===== src/rtl/core/rectangle_tile_partitioner_top_macros.svh =====
// Assertion helpers used by the tile partitioner controller.
`ifndef RECTANGLE_TILE_PARTITIONER_TOP_MACROS_SVH
`define RECTANGLE_TILE_PARTITIONER_TOP_MACROS_SVH

// Same-cycle implication, disabled during reset.
`define RTP_ASSERT_NOW(label, clk, rst, ante, cons) \
  label: assert property (@(posedge clk) disable iff (rst) (ante) |-> (cons)) \
    else $error("rtp assertion failed");

// Next-cycle implication, disabled during reset.
`define RTP_ASSERT_NEXT(label, clk, rst, ante, cons) \
  label: assert property (@(posedge clk) disable iff (rst) (ante) |=> (cons)) \
    else $error("rtp assertion failed");

`endif


===== src/rtl/core/rtp_pkg.sv =====
// ----------------------------------------------------------------------------
// rtp_pkg
// Types and constants shared by the tile partitioner modules.
// ----------------------------------------------------------------------------
`default_nettype none

package rtp_pkg;

  localparam logic OP_START = 1'b0;
  localparam logic OP_NEXT  = 1'b1;

  localparam logic [2:0] ST_OK        = 3'd0;
  localparam logic [2:0] ST_NO_BUDGET = 3'd1;
  localparam logic [2:0] ST_NO_BANDS  = 3'd2;
  localparam logic [2:0] ST_NO_BYTES  = 3'd3;
  localparam logic [2:0] ST_TOO_SMALL = 3'd4;
  localparam logic [2:0] ST_NONE      = 3'd5;

  localparam logic [1:0] CFG_MAX_BYTES = 2'd0;
  localparam logic [1:0] CFG_BANDS     = 2'd1;
  localparam logic [1:0] CFG_BPP       = 2'd2;
  localparam logic [1:0] CFG_OVERLAP   = 2'd3;

  localparam logic [63:0] MAX_BYTES_RST = 64'd1048576;
  localparam int          MIN_PIXELS    = 4;

  localparam logic [1:0] MSEL_PAD   = 2'd0;
  localparam logic [1:0] MSEL_BANDS = 2'd1;
  localparam logic [1:0] MSEL_BYTES = 2'd2;

  typedef struct packed {
    logic       load;
    logic       fail;
    logic       next;
    logic       mul_go;
    logic [1:0] mul_sel;
    logic       halve;
    logic       div_go;
    logic       div_row;
    logic       finish;
  } cmd_t;

  typedef struct packed {
    logic       opcode;
    logic [2:0] chk;
    logic       mul_done;
    logic       div_done;
    logic       size_stop;
  } stat_t;

endpackage

`default_nettype wire


===== src/rtl/core/rtp_if.sv =====
// ----------------------------------------------------------------------------
// rtp_req_if / rtp_rsp_if
// Request and response channels of the tile partitioner.
// ----------------------------------------------------------------------------
`default_nettype none

interface rtp_req_if;
  logic               valid;
  logic               ready;
  logic               opcode;
  logic signed [31:0] ul_x;
  logic signed [31:0] ul_y;
  logic signed [31:0] lr_x;
  logic signed [31:0] lr_y;
  modport source (output valid, opcode, ul_x, ul_y, lr_x, lr_y, input ready);
  modport sink (input valid, opcode, ul_x, ul_y, lr_x, lr_y, output ready);
endinterface

interface rtp_rsp_if;
  logic               valid;
  logic               ready;
  logic [2:0]         status;
  logic [31:0]        tiles_across;
  logic [31:0]        tiles_down;
  logic signed [31:0] tile_ul_x;
  logic signed [31:0] tile_ul_y;
  logic signed [31:0] tile_lr_x;
  logic signed [31:0] tile_lr_y;
  logic               last_tile;
  modport source (output valid, status, tiles_across, tiles_down, tile_ul_x, tile_ul_y,
                  tile_lr_x, tile_lr_y, last_tile, input ready);
  modport sink (input valid, status, tiles_across, tiles_down, tile_ul_x, tile_ul_y,
                tile_lr_x, tile_lr_y, last_tile, output ready);
endinterface

`default_nettype wire


===== src/rtl/core/rtp_mul.sv =====
// ----------------------------------------------------------------------------
// rtp_mul
// Bit-serial saturating multiplier: 64-bit operand times a BW-bit operand.
// ----------------------------------------------------------------------------
`default_nettype none

module rtp_mul #(
  parameter int BW = 34
) (
  input  wire logic          clk,
  input  wire logic          rst,
  input  wire logic          start,
  input  wire logic [63:0]   a,
  input  wire logic [BW-1:0] b,
  output logic               done,
  output logic [63:0]        p
);

  localparam int CW = $clog2(BW + 1);

  logic          busy;
  logic [CW-1:0] cnt;
  logic [63:0]   acc;
  logic          ovf;
  logic [63:0]   areg;
  logic [BW-1:0] breg;
  logic [64:0]   sum;

  // Horner form, MSB of b first; any carry past bit 63 sticks as saturation.
  assign sum = {1'b0, acc[62:0], 1'b0} + (breg[BW-1] ? {1'b0, areg} : 65'd0);
  assign p   = ovf ? '1 : acc;

  always_ff @(posedge clk) begin
    if (rst) begin
      busy <= 1'b0;
      done <= 1'b0;
    end else begin
      done <= 1'b0;
      if (start) begin
        busy <= 1'b1;
        cnt  <= CW'(BW);
        acc  <= '0;
        ovf  <= 1'b0;
        areg <= a;
        breg <= b;
      end else if (busy) begin
        acc  <= sum[63:0];
        ovf  <= ovf | acc[63] | sum[64];
        breg <= breg << 1;
        cnt  <= cnt - CW'(1);
        if (cnt == CW'(1)) begin
          busy <= 1'b0;
          done <= 1'b1;
        end
      end
    end
  end

endmodule

`default_nettype wire


===== src/rtl/core/rtp_div.sv =====
// ----------------------------------------------------------------------------
// rtp_div
// Restoring divider, one quotient bit per cycle.
// ----------------------------------------------------------------------------
`default_nettype none

module rtp_div #(
  parameter int N = 33
) (
  input  wire logic         clk,
  input  wire logic         rst,
  input  wire logic         start,
  input  wire logic [N-1:0] n,
  input  wire logic [N-1:0] d,
  output logic              done,
  output logic [N-1:0]      q,
  output logic [N-1:0]      r
);

  localparam int CW = $clog2(N + 1);

  logic          busy;
  logic [CW-1:0] cnt;
  logic [N-1:0]  dreg;
  logic [N:0]    sh;
  logic [N:0]    diff;
  logic          take;

  assign sh   = {r, q[N-1]};
  assign diff = sh - {1'b0, dreg};
  assign take = (sh >= {1'b0, dreg});

  always_ff @(posedge clk) begin
    if (rst) begin
      busy <= 1'b0;
      done <= 1'b0;
    end else begin
      done <= 1'b0;
      if (start) begin
        busy <= 1'b1;
        cnt  <= CW'(N);
        q    <= n;
        r    <= '0;
        dreg <= d;
      end else if (busy) begin
        r   <= take ? diff[N-1:0] : sh[N-1:0];
        q   <= {q[N-2:0], take};
        cnt <= cnt - CW'(1);
        if (cnt == CW'(1)) begin
          busy <= 1'b0;
          done <= 1'b1;
        end
      end
    end
  end

endmodule

`default_nettype wire


===== src/rtl/core/rtp_datapath.sv =====
// ----------------------------------------------------------------------------
// rtp_datapath
// Settings, partition state, size test, tile counts and tile output.
// ----------------------------------------------------------------------------
`default_nettype none

module rtp_datapath #(
  parameter int COORD_BITS = 32
) (
  input  wire logic               clk,
  input  wire logic               rst,
  input  wire logic               cfg_we,
  input  wire logic [1:0]         cfg_index,
  input  wire logic [63:0]        cfg_data,
  input  wire rtp_pkg::cmd_t      cmd,
  output rtp_pkg::stat_t          stat,
  input  wire logic               opcode,
  input  wire logic signed [31:0] ul_x,
  input  wire logic signed [31:0] ul_y,
  input  wire logic signed [31:0] lr_x,
  input  wire logic signed [31:0] lr_y,
  output logic [2:0]              status,
  output logic [31:0]             tiles_across,
  output logic [31:0]             tiles_down,
  output logic signed [31:0]      tile_ul_x,
  output logic signed [31:0]      tile_ul_y,
  output logic signed [31:0]      tile_lr_x,
  output logic signed [31:0]      tile_lr_y,
  output logic                    last_tile
);

  localparam int CB = COORD_BITS;
  localparam int SW = CB + 1;
  localparam int PW = ((SW > 17) ? SW : 17) + 1;
  localparam int XW = PW + 3;
  localparam logic signed [XW-1:0] ONE_X = 1;

  logic [63:0] max_bytes;
  logic [15:0] band_count;
  logic [3:0]  bytes_per_pixel;
  logic [15:0] overlap_pixels;

  logic signed [CB-1:0] ulx, uly, lrx, lry;
  logic [SW-1:0] w, h, tw, th, xoff, yoff;
  logic [31:0]   across, down, col, row;
  logic          pending;
  logic          ov_en;

  // ---- settings check
  logic [19:0] per_pixel;
  logic [2:0]  chk;
  assign per_pixel = 20'(band_count) * 20'(bytes_per_pixel);
  always_comb begin
    priority if (max_bytes == 64'd0) chk = rtp_pkg::ST_NO_BUDGET;
    else if (band_count == 16'd0) chk = rtp_pkg::ST_NO_BANDS;
    else if (bytes_per_pixel == 4'd0) chk = rtp_pkg::ST_NO_BYTES;
    else if (max_bytes < 64'(per_pixel) * 64'(rtp_pkg::MIN_PIXELS))
      chk = rtp_pkg::ST_TOO_SMALL;
    else chk = rtp_pkg::ST_OK;
  end

  // ---- side lengths of the incoming rectangle
  logic signed [SW-1:0] dx, dy;
  logic [SW-1:0] w_n, h_n;
  assign dx  = SW'(signed'(lr_x[CB-1:0])) - SW'(signed'(ul_x[CB-1:0]));
  assign dy  = SW'(signed'(lr_y[CB-1:0])) - SW'(signed'(ul_y[CB-1:0]));
  assign w_n = (dx[SW-1] ? -dx : dx) + SW'(1);
  assign h_n = (dy[SW-1] ? -dy : dy) + SW'(1);

  // ---- byte size of the current tile
  logic [PW-1:0] pad, pw_a, pw_b;
  logic [63:0]   mul_a, mul_p;
  logic [PW-1:0] mul_b;
  logic          mul_done;
  assign pad  = ov_en ? PW'({overlap_pixels, 1'b0}) : '0;
  assign pw_a = PW'(tw) + pad;
  assign pw_b = PW'(th) + pad;
  always_comb begin
    unique case (cmd.mul_sel)
      rtp_pkg::MSEL_PAD: begin
        mul_a = 64'(pw_a);
        mul_b = pw_b;
      end
      rtp_pkg::MSEL_BANDS: begin
        mul_a = mul_p;
        mul_b = PW'(band_count);
      end
      rtp_pkg::MSEL_BYTES: begin
        mul_a = mul_p;
        mul_b = PW'(bytes_per_pixel);
      end
      default: begin
        mul_a = mul_p;
        mul_b = '0;
      end
    endcase
  end

  rtp_mul #(.BW(PW)) u_mul (
    .clk(clk), .rst(rst), .start(cmd.mul_go), .a(mul_a), .b(mul_b),
    .done(mul_done), .p(mul_p)
  );

  // ---- tile counts
  logic [SW-1:0] q, r;
  logic [SW:0]   ceil_c;
  logic [63:0]   ceil_w;
  logic [31:0]   ceil_sat;
  logic          div_done;
  rtp_div #(.N(SW)) u_div (
    .clk(clk), .rst(rst), .start(cmd.div_go),
    .n(cmd.div_row ? h : w), .d(cmd.div_row ? th : tw),
    .done(div_done), .q(q), .r(r)
  );
  assign ceil_c   = {1'b0, q} + {{SW{1'b0}}, (r != '0)};
  assign ceil_w   = 64'(ceil_c);
  assign ceil_sat = (ceil_w > 64'hFFFF_FFFF) ? '1 : ceil_w[31:0];

  // ---- next tile geometry
  logic signed [XW-1:0] ulx_e, uly_e, lrx_e, lry_e, ov_s;
  logic signed [XW-1:0] x0, y0, x1c, y1c, x1, y1;
  logic col_wrap, row_wrap, last;
  assign ulx_e = XW'(ulx);
  assign uly_e = XW'(uly);
  assign lrx_e = XW'(lrx);
  assign lry_e = XW'(lry);
  assign ov_s  = $signed(XW'(overlap_pixels));
  assign x0  = (col == 32'd0) ? ulx_e : ulx_e + $signed(XW'(xoff)) - ov_s;
  assign y0  = (row == 32'd0) ? uly_e : uly_e + $signed(XW'(yoff)) - ov_s;
  assign x1c = ulx_e + $signed(XW'(xoff)) + $signed(XW'(tw)) - ONE_X + ov_s;
  assign y1c = uly_e + $signed(XW'(yoff)) + $signed(XW'(th)) - ONE_X + ov_s;
  assign x1  = (x1c > lrx_e) ? lrx_e : x1c;
  assign y1  = (y1c > lry_e) ? lry_e : y1c;
  assign col_wrap = ({1'b0, col} + 33'd1) >= {1'b0, across};
  assign row_wrap = ({1'b0, row} + 33'd1) >= {1'b0, down};
  assign last     = col_wrap && row_wrap;

  assign stat.opcode    = opcode;
  assign stat.chk       = chk;
  assign stat.mul_done  = mul_done;
  assign stat.div_done  = div_done;
  assign stat.size_stop = (mul_p <= max_bytes) ||
                          (ov_en && tw == SW'(1) && th == SW'(1));

  always_ff @(posedge clk) begin
    if (rst) begin
      max_bytes       <= rtp_pkg::MAX_BYTES_RST;
      band_count      <= 16'd1;
      bytes_per_pixel <= 4'd1;
      overlap_pixels  <= 16'd0;
      pending         <= 1'b0;
      across          <= '0;
      down            <= '0;
      col             <= '0;
      row             <= '0;
      xoff            <= '0;
      yoff            <= '0;
      ov_en           <= 1'b0;
    end else begin
      if (cfg_we) begin
        unique case (cfg_index)
          rtp_pkg::CFG_MAX_BYTES: max_bytes       <= cfg_data;
          rtp_pkg::CFG_BANDS:     band_count      <= cfg_data[15:0];
          rtp_pkg::CFG_BPP:       bytes_per_pixel <= cfg_data[3:0];
          rtp_pkg::CFG_OVERLAP:   overlap_pixels  <= cfg_data[15:0];
          default: ;
        endcase
      end

      if (cmd.load) begin
        ulx     <= ul_x[CB-1:0];
        uly     <= ul_y[CB-1:0];
        lrx     <= lr_x[CB-1:0];
        lry     <= lr_y[CB-1:0];
        w       <= w_n;
        h       <= h_n;
        tw      <= w_n;
        th      <= h_n;
        across  <= '0;
        down    <= '0;
        col     <= '0;
        row     <= '0;
        xoff    <= '0;
        yoff    <= '0;
        pending <= 1'b0;
        ov_en   <= 1'b0;
      end

      // Halve the longer side, rounding up; the width goes on a tie.
      if (cmd.halve) begin
        ov_en <= 1'b1;
        if (th > tw) th <= SW'(({1'b0, th} + (SW+1)'(1)) >> 1);
        else tw <= SW'(({1'b0, tw} + (SW+1)'(1)) >> 1);
      end

      if (div_done) begin
        if (cmd.div_row) down <= ceil_sat;
        else across <= ceil_sat;
      end

      if (cmd.finish) begin
        pending      <= 1'b1;
        status       <= rtp_pkg::ST_OK;
        tiles_across <= across;
        tiles_down   <= down;
        tile_ul_x    <= '0;
        tile_ul_y    <= '0;
        tile_lr_x    <= '0;
        tile_lr_y    <= '0;
        last_tile    <= 1'b0;
      end

      if (cmd.fail) begin
        status       <= chk;
        tiles_across <= '0;
        tiles_down   <= '0;
        tile_ul_x    <= '0;
        tile_ul_y    <= '0;
        tile_lr_x    <= '0;
        tile_lr_y    <= '0;
        last_tile    <= 1'b0;
      end

      if (cmd.next) begin
        if (!pending) begin
          status       <= rtp_pkg::ST_NONE;
          tiles_across <= '0;
          tiles_down   <= '0;
          tile_ul_x    <= '0;
          tile_ul_y    <= '0;
          tile_lr_x    <= '0;
          tile_lr_y    <= '0;
          last_tile    <= 1'b0;
        end else begin
          status       <= rtp_pkg::ST_OK;
          tiles_across <= across;
          tiles_down   <= down;
          tile_ul_x    <= 32'(signed'(x0[CB-1:0]));
          tile_ul_y    <= 32'(signed'(y0[CB-1:0]));
          tile_lr_x    <= 32'(signed'(x1[CB-1:0]));
          tile_lr_y    <= 32'(signed'(y1[CB-1:0]));
          last_tile    <= last;
          if (last) begin
            pending <= 1'b0;
            across  <= '0;
            down    <= '0;
            col     <= '0;
            row     <= '0;
            xoff    <= '0;
            yoff    <= '0;
          end else if (col_wrap) begin
            col  <= '0;
            xoff <= '0;
            row  <= row + 32'd1;
            yoff <= yoff + th;
          end else begin
            col  <= col + 32'd1;
            xoff <= xoff + tw;
          end
        end
      end
    end
  end

endmodule

`default_nettype wire


===== src/rtl/core/rtp_ctrl.sv =====
// ----------------------------------------------------------------------------
// rtp_ctrl
// Sequencer for start and next requests of the tile partitioner.
// ----------------------------------------------------------------------------
`default_nettype none

`include "rectangle_tile_partitioner_top_macros.svh"

module rtp_ctrl (
  input  wire logic           clk,
  input  wire logic           rst,
  input  wire logic           in_valid,
  output logic                in_ready,
  output logic                out_valid,
  input  wire logic           out_ready,
  input  wire rtp_pkg::stat_t stat,
  output rtp_pkg::cmd_t       cmd
);

  localparam logic [3:0] S_IDLE  = 4'd0;
  localparam logic [3:0] S_CHECK = 4'd1;
  localparam logic [3:0] S_M1    = 4'd2;
  localparam logic [3:0] S_W1    = 4'd3;
  localparam logic [3:0] S_M2    = 4'd4;
  localparam logic [3:0] S_W2    = 4'd5;
  localparam logic [3:0] S_M3    = 4'd6;
  localparam logic [3:0] S_W3    = 4'd7;
  localparam logic [3:0] S_FIT   = 4'd8;
  localparam logic [3:0] S_D1    = 4'd9;
  localparam logic [3:0] S_WD1   = 4'd10;
  localparam logic [3:0] S_D2    = 4'd11;
  localparam logic [3:0] S_WD2   = 4'd12;
  localparam logic [3:0] S_FIN   = 4'd13;
  localparam logic [3:0] S_OUT   = 4'd14;

  logic [3:0] state, state_next;
  logic       start_take;
  logic       mul_wait;
  logic       div_wait;

  assign in_ready  = (state == S_IDLE);
  assign out_valid = (state == S_OUT);

  assign start_take = in_valid && in_ready && (stat.opcode == rtp_pkg::OP_START);
  assign mul_wait   = (state == S_W1) || (state == S_W2) || (state == S_W3);
  assign div_wait   = (state == S_WD1) || (state == S_WD2);

  always_comb begin
    state_next  = state;
    cmd         = '0;
    cmd.mul_sel = rtp_pkg::MSEL_PAD;
    unique case (state)
      S_IDLE: begin
        if (in_valid) begin
          if (stat.opcode == rtp_pkg::OP_NEXT) begin
            cmd.next   = 1'b1;
            state_next = S_OUT;
          end else begin
            cmd.load   = 1'b1;
            state_next = S_CHECK;
          end
        end
      end
      S_CHECK: begin
        if (stat.chk != rtp_pkg::ST_OK) begin
          cmd.fail   = 1'b1;
          state_next = S_OUT;
        end else begin
          state_next = S_M1;
        end
      end
      S_M1: begin
        cmd.mul_go = 1'b1;
        state_next = S_W1;
      end
      S_W1: if (stat.mul_done) state_next = S_M2;
      S_M2: begin
        cmd.mul_go  = 1'b1;
        cmd.mul_sel = rtp_pkg::MSEL_BANDS;
        state_next  = S_W2;
      end
      S_W2: if (stat.mul_done) state_next = S_M3;
      S_M3: begin
        cmd.mul_go  = 1'b1;
        cmd.mul_sel = rtp_pkg::MSEL_BYTES;
        state_next  = S_W3;
      end
      S_W3: if (stat.mul_done) state_next = S_FIT;
      S_FIT: begin
        if (stat.size_stop) begin
          state_next = S_D1;
        end else begin
          cmd.halve  = 1'b1;
          state_next = S_M1;
        end
      end
      S_D1: begin
        cmd.div_go = 1'b1;
        state_next = S_WD1;
      end
      S_WD1: if (stat.div_done) state_next = S_D2;
      S_D2: begin
        cmd.div_go  = 1'b1;
        cmd.div_row = 1'b1;
        state_next  = S_WD2;
      end
      S_WD2: begin
        cmd.div_row = 1'b1;
        if (stat.div_done) state_next = S_FIN;
      end
      S_FIN: begin
        cmd.finish = 1'b1;
        state_next = S_OUT;
      end
      S_OUT: if (out_ready) state_next = S_IDLE;
      default: state_next = S_IDLE;
    endcase
  end

  always_ff @(posedge clk) begin
    if (rst) state <= S_IDLE;
    else state <= state_next;
  end

  `RTP_ASSERT_NEXT(a_start_checks, clk, rst, start_take, state == S_CHECK)
  `RTP_ASSERT_NOW(a_mul_done_waited, clk, rst, stat.mul_done, mul_wait)
  `RTP_ASSERT_NOW(a_div_done_waited, clk, rst, stat.div_done, div_wait)
  `RTP_ASSERT_NEXT(a_result_held, clk, rst, out_valid && !out_ready, out_valid)

endmodule

`default_nettype wire


===== src/rtl/core/rectangle_tile_partitioner_top.sv =====
// A next request is answered in the cycle after it is accepted. A start request first
// passes the settings check, and a failed check is answered right after it. Otherwise it
// runs one or more size tests, each made of three passes of a bit-serial saturating
// multiplier with a PW-bit operand and a compare, with PW = max(COORD_BITS+1, 17)+1, which
// is 34 for 32-bit coordinates. The first test covers the whole rectangle and each further
// one follows a halving, for at most 2*COORD_BITS+1 tests. Two restoring divisions then give
// the tile counts, and the finish state posts the response.
// One request is in flight at a time; the response is held until taken, and the next
// request is accepted once it has been taken.
// ----------------------------------------------------------------------------
// rectangle_tile_partitioner_top
// Splits a rectangle into byte-budgeted tiles and hands them out in order.
// ----------------------------------------------------------------------------
`default_nettype none

module rectangle_tile_partitioner_top #(
  parameter int COORD_BITS = 32
) (
  input  wire logic        clk,
  input  wire logic        rst,
  input  wire logic        cfg_we,
  input  wire logic [1:0]  cfg_index,
  input  wire logic [63:0] cfg_data,
  rtp_req_if.sink          req,
  rtp_rsp_if.source        rsp
);

  rtp_pkg::cmd_t  cmd;
  rtp_pkg::stat_t stat;

  rtp_ctrl u_ctrl (
    .clk(clk), .rst(rst),
    .in_valid(req.valid), .in_ready(req.ready),
    .out_valid(rsp.valid), .out_ready(rsp.ready),
    .stat(stat), .cmd(cmd)
  );

  rtp_datapath #(.COORD_BITS(COORD_BITS)) u_dp (
    .clk(clk), .rst(rst),
    .cfg_we(cfg_we), .cfg_index(cfg_index), .cfg_data(cfg_data),
    .cmd(cmd), .stat(stat),
    .opcode(req.opcode), .ul_x(req.ul_x), .ul_y(req.ul_y),
    .lr_x(req.lr_x), .lr_y(req.lr_y),
    .status(rsp.status), .tiles_across(rsp.tiles_across), .tiles_down(rsp.tiles_down),
    .tile_ul_x(rsp.tile_ul_x), .tile_ul_y(rsp.tile_ul_y),
    .tile_lr_x(rsp.tile_lr_x), .tile_lr_y(rsp.tile_lr_y),
    .last_tile(rsp.last_tile)
  );

endmodule

`default_nettype wire


===== src/flat_wrapper.sv =====
// flat-port wrapper written by rule: the top's interface ports become plain ports
module rectangle_tile_partitioner_top_flat 
#(
  parameter int COORD_BITS = 32
)
  (clk, rst, cfg_we, cfg_index, cfg_data, req_valid, req_opcode, req_ul_x, req_ul_y, req_lr_x, req_lr_y, req_ready, rsp_valid, rsp_status, rsp_tiles_across, rsp_tiles_down, rsp_tile_ul_x, rsp_tile_ul_y, rsp_tile_lr_x, rsp_tile_lr_y, rsp_last_tile, rsp_ready);
  rtp_req_if req_i ();
  rtp_rsp_if rsp_i ();
  input  wire logic clk;
  input  wire logic rst;
  input  wire logic cfg_we;
  input  wire logic [1:0] cfg_index;
  input  wire logic [63:0] cfg_data;
  input wire logic [$bits(req_i.valid)-1:0] req_valid;
  input wire logic [$bits(req_i.opcode)-1:0] req_opcode;
  input wire logic [$bits(req_i.ul_x)-1:0] req_ul_x;
  input wire logic [$bits(req_i.ul_y)-1:0] req_ul_y;
  input wire logic [$bits(req_i.lr_x)-1:0] req_lr_x;
  input wire logic [$bits(req_i.lr_y)-1:0] req_lr_y;
  output wire logic [$bits(req_i.ready)-1:0] req_ready;
  output wire logic [$bits(rsp_i.valid)-1:0] rsp_valid;
  output wire logic [$bits(rsp_i.status)-1:0] rsp_status;
  output wire logic [$bits(rsp_i.tiles_across)-1:0] rsp_tiles_across;
  output wire logic [$bits(rsp_i.tiles_down)-1:0] rsp_tiles_down;
  output wire logic [$bits(rsp_i.tile_ul_x)-1:0] rsp_tile_ul_x;
  output wire logic [$bits(rsp_i.tile_ul_y)-1:0] rsp_tile_ul_y;
  output wire logic [$bits(rsp_i.tile_lr_x)-1:0] rsp_tile_lr_x;
  output wire logic [$bits(rsp_i.tile_lr_y)-1:0] rsp_tile_lr_y;
  output wire logic [$bits(rsp_i.last_tile)-1:0] rsp_last_tile;
  input wire logic [$bits(rsp_i.ready)-1:0] rsp_ready;
  assign req_i.valid = req_valid;
  assign req_i.opcode = req_opcode;
  assign req_i.ul_x = req_ul_x;
  assign req_i.ul_y = req_ul_y;
  assign req_i.lr_x = req_lr_x;
  assign req_i.lr_y = req_lr_y;
  assign req_ready = req_i.ready;
  assign rsp_valid = rsp_i.valid;
  assign rsp_status = rsp_i.status;
  assign rsp_tiles_across = rsp_i.tiles_across;
  assign rsp_tiles_down = rsp_i.tiles_down;
  assign rsp_tile_ul_x = rsp_i.tile_ul_x;
  assign rsp_tile_ul_y = rsp_i.tile_ul_y;
  assign rsp_tile_lr_x = rsp_i.tile_lr_x;
  assign rsp_tile_lr_y = rsp_i.tile_lr_y;
  assign rsp_last_tile = rsp_i.last_tile;
  assign rsp_i.ready = rsp_ready;
  rectangle_tile_partitioner_top #(.COORD_BITS(COORD_BITS)) u_core (.clk(clk), .rst(rst), .cfg_we(cfg_we), .cfg_index(cfg_index), .cfg_data(cfg_data), .req(req_i), .rsp(rsp_i));
endmodule

===== config.mk =====
export PLATFORM = sky130hd
export DESIGN_NAME = rectangle_tile_partitioner_top_flat
export DESIGN_NICKNAME = d
export VERILOG_FILES = /design/src/rtl/core/rtp_pkg.sv /design/src/rtl/core/rtp_if.sv /design/src/rtl/core/rtp_mul.sv /design/src/rtl/core/rtp_div.sv /design/src/rtl/core/rtp_datapath.sv /design/src/rtl/core/rtp_ctrl.sv /design/src/rtl/core/rectangle_tile_partitioner_top.sv /design/src/flat_wrapper.sv
export VERILOG_INCLUDE_DIRS = /design/src /design/src/rtl/core
export SDC_FILE = /design/constraint.sdc
export NUM_CORES = 2
export LEC_CHECK = 0
export BUFFER_PORTS_ARGS = -buffer_cell sky130_fd_sc_hd__buf_4
export CAP_MARGIN = 20
export CORE_UTILIZATION = 57
export DETAILED_ROUTE_END_ITERATION = 16
export MAX_ROUTING_LAYER = met4
export PLACE_DENSITY = 0.78
export REMOVE_ABC_BUFFERS = 1
export SETUP_SLACK_MARGIN = 0.02
export SLEW_MARGIN = 0
export SYNTH_ARGS = -nofsm -noshare
export SYNTH_HDL_FRONTEND = slang
export SYNTH_HIERARCHICAL = 1
export SYNTH_SLANG_ARGS = --single-unit

===== constraint.sdc =====
create_clock -name clk -period 13.9 [get_ports clk]
set_clock_uncertainty 0.05 [all_clocks]
set_input_delay 2.78 -clock clk [delete_from_list [all_inputs] [get_ports clk]]
set_output_delay 2.78 -clock clk [all_outputs]
set_load 0.005 [all_outputs]

==> results.md <==
- Level count of the clock H-tree: 3
- Maximum number of pins on one net before global-route repair: 145
- Yosys top cell by area: edfxtp_1
- Final WL: ~270 mm
- Reg-to-reg slack, setup: ~4.5 ns
- Asr flop ratio synth: 0
- Core utilization of the finished layout: 0.637
- Share of synthesized area occupied by flip-flops and latches: 0.341
- RSZ-0062 raised after global routing: no
- Starting DRC count in detailed routing: roughly 8500
- Number of violations of the max-capacitance limit: 0
- Largest vdd supply drop: between 0.15 and 0.2 mV
- Share of the clock period used by the worst path: 0.677
- Average wire per cell in the routed design: 23.7 um
- Total of warnings raised by yosys: 6
- Critical-path cell with the highest stage delay: nand2_2
- Drc violations: 0
- Cell area after layout: between 90000 and 100000 um2
- Total number of nets in the final design: approximately 11000
- Endpoint arrival time on the critical path: approximately 10 ns
- Area of the die: approximately 150000 um2
- Class of the worst hold path: register to register
- Tightest hold margin: between 0.4 and 0.5 ns
- Source-to-sink clock delay at the later pin of the worst-skew pair: 0.81 ns
- Hold Path Depth: 2
- Worst-case hold path end point: u_core/u_dp/max_bytes[40]
- Clock root buffer: clkbuf_16
- CTS tree: built
- Logic depth of the worst register-to-register path: 37
- Clock slew seen by the registers of the worst setup and hold paths: 0.06 ns
- Switching Share: 0.429
- Number of hold violations in the final report: 0
- Slew Limit Fails: 0
- Clock Power Share: 0.206
- Num ports: 398
- Die span in y: 381 um
- Total of cells resized after clock tree synthesis: 0
- Result of the run: completed
- Relative contribution of combinational cells to total power: 0.508
- Number of endpoints failing setup at the final stage: 0
- Placed standard-cell area: between 80000 and 90000 um2
- Final worst path period need: 9.41 ns
- Cell area after synthesis: 82000 um2
- Overflow after GRT: 0
- CORE AREA: 142000 um2
- Critical register-to-register path startpoint: u_core/u_dp/uly[0]
- Growth of design area from synthesis to finish: 10.4%
- Slowest stage delay, CP: slightly below 0.8 ns
- Synth Instances: 9358
- Crit Path Max Fanout: 33
- Top area cells in the synthesized netlist: edfxtp_1, ha_1, dfxtp_1, xnor2_1, a21oi_1
- Global-route usage over all layers: 0.375
- Slew at the pin closest to its max-slew limit: 1.11 ns
- Maximum clock rate: ~110 MHz
- Power density of the placed cells: about 170 nW/um2
- Longest Clk Path Bufs: 3
- Num rows: ~140
- Post CTS Setup Buffer Count: 0
- Number of global-route vias before repair: a little under 70000
- Sequential Power Share: 0.286
- Startpoint type of the worst setup path: register
- Via Count: around 73000
- Cell Int Power: 8.82 mW
- Global-route wire length before repair: approximately 400 mm
- Number of CTS-inserted buffers: about 120
- Number of nets still failing antenna checks after routing: 0
- Switching pwr: 6.63 mW
- Effective utilization at floorplan: 0.577
- # hold bufs at CTS: 0
- Mean instance size in the synthesized netlist: ~8.8 um2
- Proportion of layout cells with a drive suffix above 1: 0.101
- I/O Buffers: between 300 and 400
- Data required time of the worst path: 14.33 ns
- Per-cell via count in the routed design: 6.32
- Antenna violations before repair: 12
- Count of unique library cells instantiated by Yosys: between 100 and 150
- Leakage power: approximately 37 nW
- RR Endpoint: u_core/u_dp/tile_lr_y[5]
- HP Start: u_core/u_dp/max_bytes[40]
- Sort of element at the end of the critical path: register
- Category of the most critical setup path: register to register
- Detailed-router iteration count before antenna repair: 8
- Number of synthesized flops with an enable pin: 730
- Post-detailed-placement half-perimeter wirelength: around 210 mm
- Most common library cells after synthesis: nand2_1, ha_1, nor2_1
- Normalized max-slew margin: 0.252
- Fill cells: ~12000
- Most instantiated library cell after synthesis: nand2_1
- Cell seen most often among critical-path stages: ha_1
- Primary FF master, synth: edfxtp_1
- Post-synthesis register bit count: 1034
- Width of the die: 381 um
- Yosys top cell area share: 0.267
- RePlAce Congestion: 1.05
- CTS sink cnt: a little over 1000
[metal layers]
layer / GRT usage / up-vias / part of all wire
met1: 0.507 / 34900 / 0.42
met3: 0.0570 / 641 / 0.091
li1: - / 33900 / -
met5: - / - / 0
met4: 0.168 / 0 / 0.052
met2: 0.554 / 3559 / 0.43
[power groups by stage]
stage / logic (mW) / clock network [mW] / registers, mW
after global routing: 8.58 / 3.32 / 4.43
final: 7.85 / 3.19 / 4.41
after global placement: 7.45 / 0 / 4.43
after floorplan: 5.44 / 0 / 4.37
after CTS: 7.68 / 3.22 / 4.39
after detailed placement: 7.61 / 0 / 4.45
[placed cells by master, fill, tap and decap left out, types with 20 or more instances in the layout]
master and instances:
dfxtp_1 304, o21bai_1 76, nand3_1 194, nand4_1 154, mux2i_1 124, xor2_1 219
nor2b_1 113, a22oi_1 104, o21a_1 88, clkinv_2 25, and3_1 95, o211ai_1 47
o31ai_1 37, nor4_1 112, clkbuf_16 116, a2111oi_0 21, o21ai_0 405, nand2_1 830
ha_1 817, a211o_1 20, and4_1 25, nor3_1 260, buf_4 472, fa_1 74
mux2_2 104, xnor2_1 453, edfxtp_1 730, nor2_1 792, or3_1 35, a31oi_1 84
clkbuf_1 24, nand2b_1 83, a21oi_1 779, or2_2 100, a21o_1 234, and2_1 178
inv_1 750, a211oi_1 75, nand3b_1 27
[state kept, by name (all words and copies together), names as in the netlist, 33 cells and up]
register                cells
u_core/u_dp/tw             33
u_core/u_dp/th             33
u_core/u_dp/u_mul/acc      64
u_core/u_dp/u_div/r        33
u_core/u_dp/u_mul/breg     34
u_core/u_dp/u_div/dreg     33
u_core/u_dp/h              33
u_core/u_dp/xoff           33
u_core/u_dp/u_div/q        33
u_core/u_dp/u_mul/areg     64
u_core/u_dp/max_bytes      64
u_core/u_dp/w              33
u_core/u_dp/yoff           33
[per-stage QoR]
step / setup TNS [ns] / power (mW) / setup WS, ns / instances
after global routing: 0 / 16.3 / 3.73 / 11500
final: 0 / 15.4 / 4.49 / 11500
after CTS: 0 / 15.3 / 4.60 / 11500
after global placement: 0 / 11.9 / 4.91 / 11300
after detailed placement: 0 / 12.1 / 4.67 / 11300
after floorplan: -1286.61 / 9.81 / -6.33 / 8948
[critical path, delay by kind of cell, from the launching register on]
family | cells | cell delay, ns
mux | 1 | 0.30
simple gates | 9 | 1.68
compound gates | 18 | 4.69
buf+inv | 2 | 0.13
flops | 1 | 0.41
fa+ha+maj | 6 | 1.72
xor+xnor | 1 | 0.09
[area by class of cell]
class,count,area [um2],area share
multi-input combinational,7158,49800,0.550
clock inverter,75,856,0.00945
antenna,8,20.0,0.000221
clock buffer,144,3050,0.0336
sequential,1034,28000,0.309
inverter,756,2840,0.0313
tap,1890,2360,0.0261
timing repair buffer,479,3670,0.0405
[how the worst max path moves through the flow]
stage                                    from                         to  slack, ns  cells past startpoint
after global placement    u_core/u_dp/yoff[0]   u_core/u_dp/tile_lr_y[1]       4.91                     37
after detailed placement  u_core/u_dp/yoff[0]  u_core/u_dp/tile_lr_y[18]       4.67                     37
after global routing       u_core/u_dp/uly[0]  u_core/u_dp/tile_lr_y[14]       3.73                     37
after CTS                  u_core/u_dp/uly[0]   u_core/u_dp/tile_lr_y[5]       4.60                     37
final                      u_core/u_dp/uly[0]   u_core/u_dp/tile_lr_y[5]       4.49                     37
after floorplan                     req_valid           u_core/u_dp/h[0]      -6.33                      4
[logic make-up (layout without fill, tap and decap cells)]
logic type               count (synthesis)  after routing  share of synthesized area
flip-flops                            1034           1034                      0.341
XOR/XNOR                               673            673                     0.0720
buffers and inverters                 1166           1454                     0.0542
other                                    0              8                          0
AO/OA/AOI/OAI                         2247           2247                      0.175
multiplexers                           232            232                     0.0300
AND/OR/NAND/NOR                       3115           3115                      0.185
adder cells (fa/ha/maj)                891            891                      0.143
(Power assumes the default switching activity.)
